===== src/rtl/lbf_pkg.sv =====
// ----------------------------------------------------------------------------
// Learning bridge forwarder package
// Shared types, constants and the flood mask function of the bridge.
// ----------------------------------------------------------------------------
package lbf_pkg;

   // Fixed widths of the frame header and result fields.
   localparam int HOST_ADDRESS_WIDTH = 16;
   localparam int PORT_ID_WIDTH      = 3;
   localparam int MASK_WIDTH         = 8;
   localparam int COUNT_WIDTH        = 4;

   // Number of physical ports the flood range may reach.
   localparam logic [COUNT_WIDTH-1:0] PORT_NUMBER = 4'd8;
   localparam logic [COUNT_WIDTH-1:0] FLOOD_MAX   = (PORT_NUMBER < 4'(MASK_WIDTH)) ?
                                                    PORT_NUMBER : 4'(MASK_WIDTH);

   // Configuration register reset values.
   localparam logic [MASK_WIDTH-1:0]  PORT_ENABLE_RESET = 8'hFF;
   localparam logic [COUNT_WIDTH-1:0] PORT_COUNT_RESET  = 4'd8;

   // Control register bus.
   localparam int CSR_ADDR_WIDTH = 3;
   localparam int CSR_DATA_WIDTH = 32;

   // Register select, taken from the word address bit of the bus.
   typedef enum logic {
      CSR_PORT_ENABLE = 1'b0,
      CSR_PORT_COUNT  = 1'b1
   } csr_sel_type;

   // One address table entry: a valid flag and the learned port.
   typedef struct packed {
      logic                     valid;
      logic [PORT_ID_WIDTH-1:0] port;
   } entry_type;

   localparam int ENTRY_WIDTH = $bits(entry_type);

   // Commands from the controller to the datapath.
   typedef struct packed {
      logic capture;    // latch the header of an accepted transfer, start the read
      logic clear_wr;   // write an invalid entry at the clearing address
      logic learn_wr;   // write the source address entry
      logic load_rsp;   // load the result register
   } cmd_type;

   // Status from the datapath to the controller.
   typedef struct packed {
      logic clear_last; // clearing address points at the last entry
      logic rsp_free;   // result register can take a new result this cycle
   } status_type;

   // Flood to every enabled port below the clamped port count, except ingress.
   function automatic logic [MASK_WIDTH-1:0] flood_mask(
      input logic [MASK_WIDTH-1:0]    enable,
      input logic [COUNT_WIDTH-1:0]   count,
      input logic [PORT_ID_WIDTH-1:0] ingress
   );
      logic [COUNT_WIDTH-1:0] limit;
      logic [MASK_WIDTH-1:0]  mask;
      limit = (count < FLOOD_MAX) ? count : FLOOD_MAX;
      for (int i = 0; i < MASK_WIDTH; i++) begin
         mask[i] = (COUNT_WIDTH'(i) < limit) && (PORT_ID_WIDTH'(i) != ingress) && enable[i];
      end
      return mask;
   endfunction

endpackage


===== src/rtl/lbf_ctrl.sv =====
// ----------------------------------------------------------------------------
// Learning bridge forwarder controller
// Sequences the table clearing pass, header acceptance and table lookup.
// ----------------------------------------------------------------------------
module lbf_ctrl (
   input  logic                clock,
   input  logic                reset,
   input  logic                req_valid,
   output logic                req_stall,
   input  lbf_pkg::status_type status,
   output lbf_pkg::cmd_type    cmd
);

   import lbf_pkg::*;

   typedef enum logic [2:0] {
      ST_CLEAR  = 3'b001,
      ST_IDLE   = 3'b010,
      ST_LOOKUP = 3'b100
   } state_type;

   state_type state_ff;
   state_type state_in;
   logic      accept;

   // Headers are taken only while idle.
   assign req_stall = (state_ff != ST_IDLE);
   assign accept    = req_valid && (state_ff == ST_IDLE);

   // Next state and command decode.
   always_comb begin
      state_in     = state_ff;
      cmd          = '0;
      unique case (state_ff)
         ST_CLEAR: begin
            cmd.clear_wr = 1'b1;
            if (status.clear_last) begin
               state_in = ST_IDLE;
            end
         end
         ST_IDLE: begin
            if (accept) begin
               cmd.capture = 1'b1;
               state_in    = ST_LOOKUP;
            end
         end
         ST_LOOKUP: begin
            // The lookup data holds until the result register frees up.
            if (status.rsp_free) begin
               cmd.learn_wr = 1'b1;
               cmd.load_rsp = 1'b1;
               state_in     = ST_IDLE;
            end
         end
         default: begin
            state_in = ST_CLEAR;
         end
      endcase
   end

   // State register.
   always_ff @(posedge clock) begin
      if (reset) begin
         state_ff <= ST_CLEAR;
      end else begin
         state_ff <= state_in;
      end
   end

endmodule


===== config.mk =====
export PLATFORM = sky130hd
export DESIGN_NAME = lbf_ctrl
export DESIGN_NICKNAME = d
export VERILOG_FILES = /design/src/rtl/lbf_pkg.sv /design/src/rtl/lbf_ctrl.sv
export SDC_FILE = /design/constraint.sdc
export NUM_CORES = 1
export LEC_CHECK = 0
export BUFFER_PORTS_ARGS = -buffer_cell sky130_fd_sc_hd__buf_2
export CAP_MARGIN = 10
export CORE_AREA = 2 2 39 41
export DETAILED_ROUTE_END_ITERATION = 10
export DIE_AREA = 0 0 41 43
export PLACE_DENSITY_LB_ADDON = 0.05
export SETUP_SLACK_MARGIN = 0.5
export SYNTH_ARGS = -nofsm -noshare
export SYNTH_HDL_FRONTEND = slang
export SYNTH_SLANG_ARGS = --single-unit

===== constraint.sdc =====
create_clock -name clock -period 2.4 [get_ports clock]
set_input_delay 0.24 -clock clock [delete_from_list [all_inputs] [get_ports clock]]
set_output_delay 0.24 -clock clock [all_outputs]
set_load 0.02 [all_outputs]

# --- Word-level counts from Yosys, hierarchy flattened ---
# Cells that the tools add are included.
classes:
  mux: 9
  reduce_logical: 2
  n_eq_ne: 7
ops:
  columns: ["operator", "n"]
  rows:
  - ["$mux 3", 3]
  - ["$pmux 3 s3", 1]
  - ["$ne 2x2->1 const B", 3]
  - ["$mux 2", 2]
  - ["$eq 3x1->1 const B", 1]
  - ["$eq 3x2->1 const B", 1]
  - ["$eq 3x3->1 const B", 1]
  - ["$mux 1", 3]
  - ["$ne 3x2->1 const B", 1]
  - ["$reduce_and 3->1", 1]
  - ["$logic_and 1x1->1", 1]
totals:
  out_inout_bits: 5
  wordCells: 19
  regBits: 3

# --- Depth between registers and ports, before layout ---
# Gate-level depths: netlist of run 1.
logic_depth:
  word_depth: 4
  depth_mapped: 3

# --- Worst setup path before layout of run 1 ---
# No wires, ideal clock.
synth_path:
  path_type: "flip-flop to output port"
  from: "reg state_ff[2]"
  to: "out cmd[3] (netlist bit)"
  slack_ps: 1060
  required_time_ps: 2160
  t_arrival_ps: 1100
  path_buffers: 0
  stages_incl_launch_ff: 4
  cell_sequence: "dfxtp_1 -> nand2b_4 -> or2_2 -> nor2_1"
synth_lines:
  columns: ["item", "line_no", "text"]
  rows:
  - ["start, declared", "lbf_ctrl.sv:22", "state_type state_ff;"]
  - ["start signal, assigned", "lbf_ctrl.sv:66", "state_ff <= state_in;"]
  - ["end, declared", "lbf_ctrl.sv:11", "output lbf_pkg::cmd_type cmd"]

==> results of run 1 <==
[cell usage after synthesis]
cell      instances  share of area [%]
nor2_1            2                4.3
o22a_2            1                5.7
buf_4             1                4.3
or2_2             1                3.5
o21bai_1          1                4.3
a21oi_1           2                5.7
dfxtp_1           3                 34
nor3_1            1                2.8
and4bb_2          2                 14
inv_1             1                2.1
nor3b_1           1                4.3
nand2b_1          1                3.5
or3_1             1                3.5
nand2b_4          1                7.8
[per-layer routing]
metal | global-route usage (%) | vias to the layer above | routed length [µm]
met5 | 0 | - | 0
met4 | 6.00 | 0 | 0
met3 | 3.14 | 0 | 39
met2 | 8.75 | 6 | 217
met1 | 5.10 | 75 | 163
li1 | - | 91 | -
[cell type report]
type | count | area, µm² | share of cell area (%)
clock buffers | 4 | 26.3 | 10.1
inverters | 1 | 3.75 | 1.44
multi-input cells | 14 | 105 | 40.4
flip-flops and latches | 3 | 60.1 | 23.1
well taps | 16 | 20.0 | 7.69
repair buffers | 9 | 45.0 | 17.3
[path summary, 6_finish.rpt]
check	from	cells past startpoint	end
min	reset	2	state_ff[1]
max reg2reg	state_ff[1]	3	state_ff[1]
min reg2reg	state_ff[0]	1	state_ff[2]
max	state_ff[1]	4	cmd[3]
[logic make-up (layout without fill, tap and decap cells)]
logic type             after synthesis  after routing  synth area share [%]
AND/OR/NAND/NOR                     10             10                  44.0
flip-flops                           3              3                  34.0
AO/OA/AOI/OAI                        4              4                  15.6
buffers and inverters                2             14                  6.38
[power by group]
part           switching [W]  internal [W]
Sequential        0.00000371     0.0000528
Combinational      0.0000103     0.0000114
Clock              0.0000263     0.0000623
Total              0.0000403      0.000127
[critical path, delay by kind of cell, from the launching register on]
kind	cells	cell delay, ps
simple gates	3	440
flops	1	400
buf+inv	1	160
[metrics by stage]
stage               total power (W)  setup slack (ps)  std cells  hold WS, ps
global route               0.000177               813         47          201
detailed placement        0.0000795              1160         43          439
CTS                        0.000172               905         47          189
global placement          0.0000800              1160         43          436
floorplan                 0.0000709              1060         19          309
finish                     0.000167               923         47          195
==> results.json, run 1 <==
{
  "fin_skew_ps": 1.16,
  "top_register": "state_ff",
  "cts_tree": "done",
  "fin_crit_sh_pct": 61.5,
  "cts-htree-levels": 1,
  "vias_per_cell": 3.66,
  "wire_per_inst_um": 8.94,
  "slowest_delay_ps": 400,
  "antenna_found_initial": 0,
  "largest_reg_flops": 3,
  "cp.required_ps": 2160,
  "area_growth_syn_to_layout_pct": 47.5,
  "finalHoldViolations": 0,
  "synth_cells": 19,
  "worstPathCellList": "nand2b_4 -> or2_2 -> nor2_1 -> buf_2",
  "slew_violations": 0,
  "hpwl_um": 346,
  "dieArea_um2": 1760,
  "start_util_pct": 12.7,
  "peakVddDrop_mv": 0.106,
  "yosysSeqAreaShare_pct": 34.0,
  "tightest_slew_ps": 189,
  "drt_first_pass_iters": 1,
  "synth_area_per_cell_um2": 9.29,
  "grt_max_degree": 8,
  "die_x_um": 41,
  "finalInstanceArea_um2": 260,
  "cts_sinks": 3,
  "rrSetupSlack_ps": 1390,
  "vias": 172,
  "final_common_cell": "buf_2",
  "layout.cells.most_common_list": "buf_2, clkbuf_4, dfxtp_1",
  "cts-root-buf": "clkbuf_4",
  "fmax_ghz": 0.677,
  "first_iter_violations": 0,
  "grt_pass1_wl_um": 634,
  "fin_setup_tns_ps": 0,
  "relSlewSlack_pct": 87.4,
  "critPathMaxFanout": 5,
  "coreArea_um2": 1380,
  "insertion_delay_ps": 230,
  "power.density_nw_per_um2": 641,
  "drive_gt1_share_pct": 54.8,
  "diodes": 0,
  "yosysWarnings": 0,
  "synth_seq_cells": 3,
  "post-route-min-period_ps": 1480,
  "synth_area_um2": 176,
  "io_pins": 10,
  "placement_rows": 14,
  "overflow": 0,
  "critPathSlowestCell": "dfxtp_1",
  "cp-start-kind": "flop",
  "place_congestion": 0.613,
  "arrival_ps": 1240,
  "cp-end-kind": "output port",
  "cts-buffers-inserted": 3,
  "place_area_um2": 234,
  "ys_types": 14,
  "place.port_buffers": 9,
  "die_y_um": 43,
  "outcome": "finished clean",
  "syn-num-nets": 24,
  "drc": 0,
  "fill_cells": 163,
  "cts_setup_buffers": 0,
  "ant_nets": 0,
  "clockBufferDepth": 2,
  "critPathKind": "flop to output port",
  "routed_wl_um": 420,
  "hp-class": "input port to flop",
  "cts_resized": 0,
  "rsz0062_at_grt": "false",
  "fin_nets": 37,
  "cap_viol_max_count": 0,
  "holdBufCountCts": 0,
  "grt_pass1_vias": 186,
  "cellLeakagePower_nw": 0.111,
  "reg_top3": "state_ff (3)",
  "grt_use_total_pct": 5.91,
  "finish.utilization_pct": 18.8,
  "clk_pin_slew_ps": 40,
  "setup_viol": 0
}
Note: power is estimated with default switching activity, not from simulation.
==> inputs of run 2 (changes only) <==
clock period = 1.5 ns   (was 2.4 ns; I/O delays follow)
==> results.json, run 2 (synthesized netlist as in run 1, its figures left out) <==
{
  "outcome": "finished clean",
  "fin_skew_ps": 1.19,
  "placement_rows": 14,
  "cp-end-kind": "output port",
  "critPathKind": "flop to output port",
  "power.density_nw_per_um2": 803,
  "fill_cells": 165,
  "fmax_ghz": 0.780,
  "rr_worst_depth": 5,
  "cts-buffers-inserted": 3,
  "hold_slack_ps": 98.6,
  "dp_cells": 43,
  "clockBufferDepth": 2,
  "grt_pass1_vias": 187,
  "final_cells": 50,
  "coreArea_um2": 1380,
  "clk_pin_slew_ps": 40,
  "critPathMaxFanout": 3,
  "antenna_found_initial": 0,
  "reg2reg_to": "state_ff[1]",
  "diodes": 0,
  "cp.required_ps": 1350,
  "start_util_pct": 12.7,
  "cellLeakagePower_nw": 0.140,
  "finish.utilization_pct": 25.0,
  "vias_per_cell": 3.90,
  "min_from": "reset",
  "place_area_um2": 249,
  "arrival_ps": 1130,
  "cts_tree": "done",
  "drt_first_pass_iters": 1,
  "holdBufCountCts": 0,
  "insertion_delay_ps": 230,
  "rrSetupSlack_ps": 410,
  "overflow": 0,
  "cp-start-kind": "flop",
  "area_growth_syn_to_layout_pct": 96.5,
  "dieArea_um2": 1760,
  "io_pins": 10,
  "slew_violations": 0,
  "ant_nets": 0,
  "drive_gt1_share_pct": 79.4,
  "fin_setup_tns_ps": 0,
  "top_register": "state_ff",
  "cts-root-buf": "clkbuf_4",
  "r2r_start": "state_ff[2]",
  "routed_wl_um": 467,
  "tightest_slew_ps": 122,
  "fin_crit_sh_pct": 85.5,
  "min_path_cells": 2,
  "worst_hold_path.endpoint": "state_ff[1]",
  "fin_nets": 40,
  "cap_viol_max_count": 0,
  "relSlewSlack_pct": 91.8,
  "place.port_buffers": 9,
  "grt_pass1_wl_um": 731,
  "die_y_um": 43,
  "grt_util_met2_pct": 10.0,
  "reg_top3": "state_ff (3)",
  "post-route-min-period_ps": 1280,
  "finalHoldViolations": 0,
  "hp-class": "input port to flop",
  "met3_usage_pct": 1.57,
  "first_iter_violations": 0,
  "setup_viol": 0,
  "drc": 0,
  "largest_reg_flops": 3,
  "layout.cells.most_common_list": "buf_6, buf_2, clkbuf_4, buf_4",
  "wire_per_inst_um": 9.34,
  "cts_sinks": 3,
  "finalInstanceArea_um2": 347,
  "final_common_cell": "buf_6",
  "vias": 195,
  "met1_usage_pct": 6.71,
  "peakVddDrop_mv": 0.274,
  "die_x_um": 41,
  "grt_max_degree": 8,
  "rsz0062_at_grt": "true",
  "grt_use_total_pct": 6.51,
  "grt_busiest_layer": "met2",
  "place_congestion": 0.599,
  "cts-htree-levels": 1
}
-- run 2: changes by cell type in the layout (fill, tap and decap cells not counted), sizes merged --
| cell | before | now |
|---|---|---|
| buf | 9 | 12 |
-- run 2: critical path: stages (launching register included) --
cell	delay, ps
dfxtp_4	330
nand2b_4	140
or2_4	240
nor2_4	80
buf_6	110
-- run 2: layout make-up --
class                           instances  area, µm²  area share (%)
Sequential cell                         3       66.3            19.1
Tap cell                               16       20.0            5.78
Inverter                                1       3.75            1.08
Multi-Input combinational cell         14        131            37.9
Clock buffer                            4       26.3            7.58
Timing Repair Buffer                   12       98.8            28.5
-- run 2: where the power goes --
| part | switching, W | internal (W) | total, W |
|---|---|---|---|
| combinational | 0.0000221 | 0.0000283 | 0.0000504 |
| clock | 0.0000379 | 0.0000994 | 0.000137 |
| sequential | 0.00000655 | 0.0000839 | 0.0000904 |
| total | 0.0000666 | 0.000212 | 0.000278 |
-- run 2: what timing repair did --
item,4_1_cts,5_1_grt
gates resized for setup,11,6
pin swaps,2,1
setup buffers,1,2
setup endpoints to repair,6,7
-- run 2: worst max path at each step --
stage                      startpoint     end  slack [ps]  cells after the start
after CTS                 state_ff[2]  cmd[3]         200                      4
after global routing      state_ff[2]  cmd[3]         190                      4
after detailed placement  state_ff[1]  cmd[3]         360                      4
after floorplan           state_ff[1]  cmd[1]         450                      2
final                     state_ff[2]  cmd[3]         220                      4
after global placement    state_ff[1]  cmd[3]         360                      4
-- run 2: routing by layer --
metal	vias to the layer above	wire length (µm)
met5	-	0
met1	92	180
met3	0	27
met2	6	259
li1	97	-
met4	0	0
-- run 2: metrics by stage --
| stage | setup WS (ps) | power, W |
|---|---|---|
| 3_3_place_gp | 360 | 0.000132 |
| 3_5_place_dp | 363 | 0.000132 |
| 5_1_grt | 186 | 0.000295 |
| 6_report | 218 | 0.000278 |
| 4_1_cts | 202 | 0.000280 |
| 2_1_floorplan | 447 | 0.000117 |
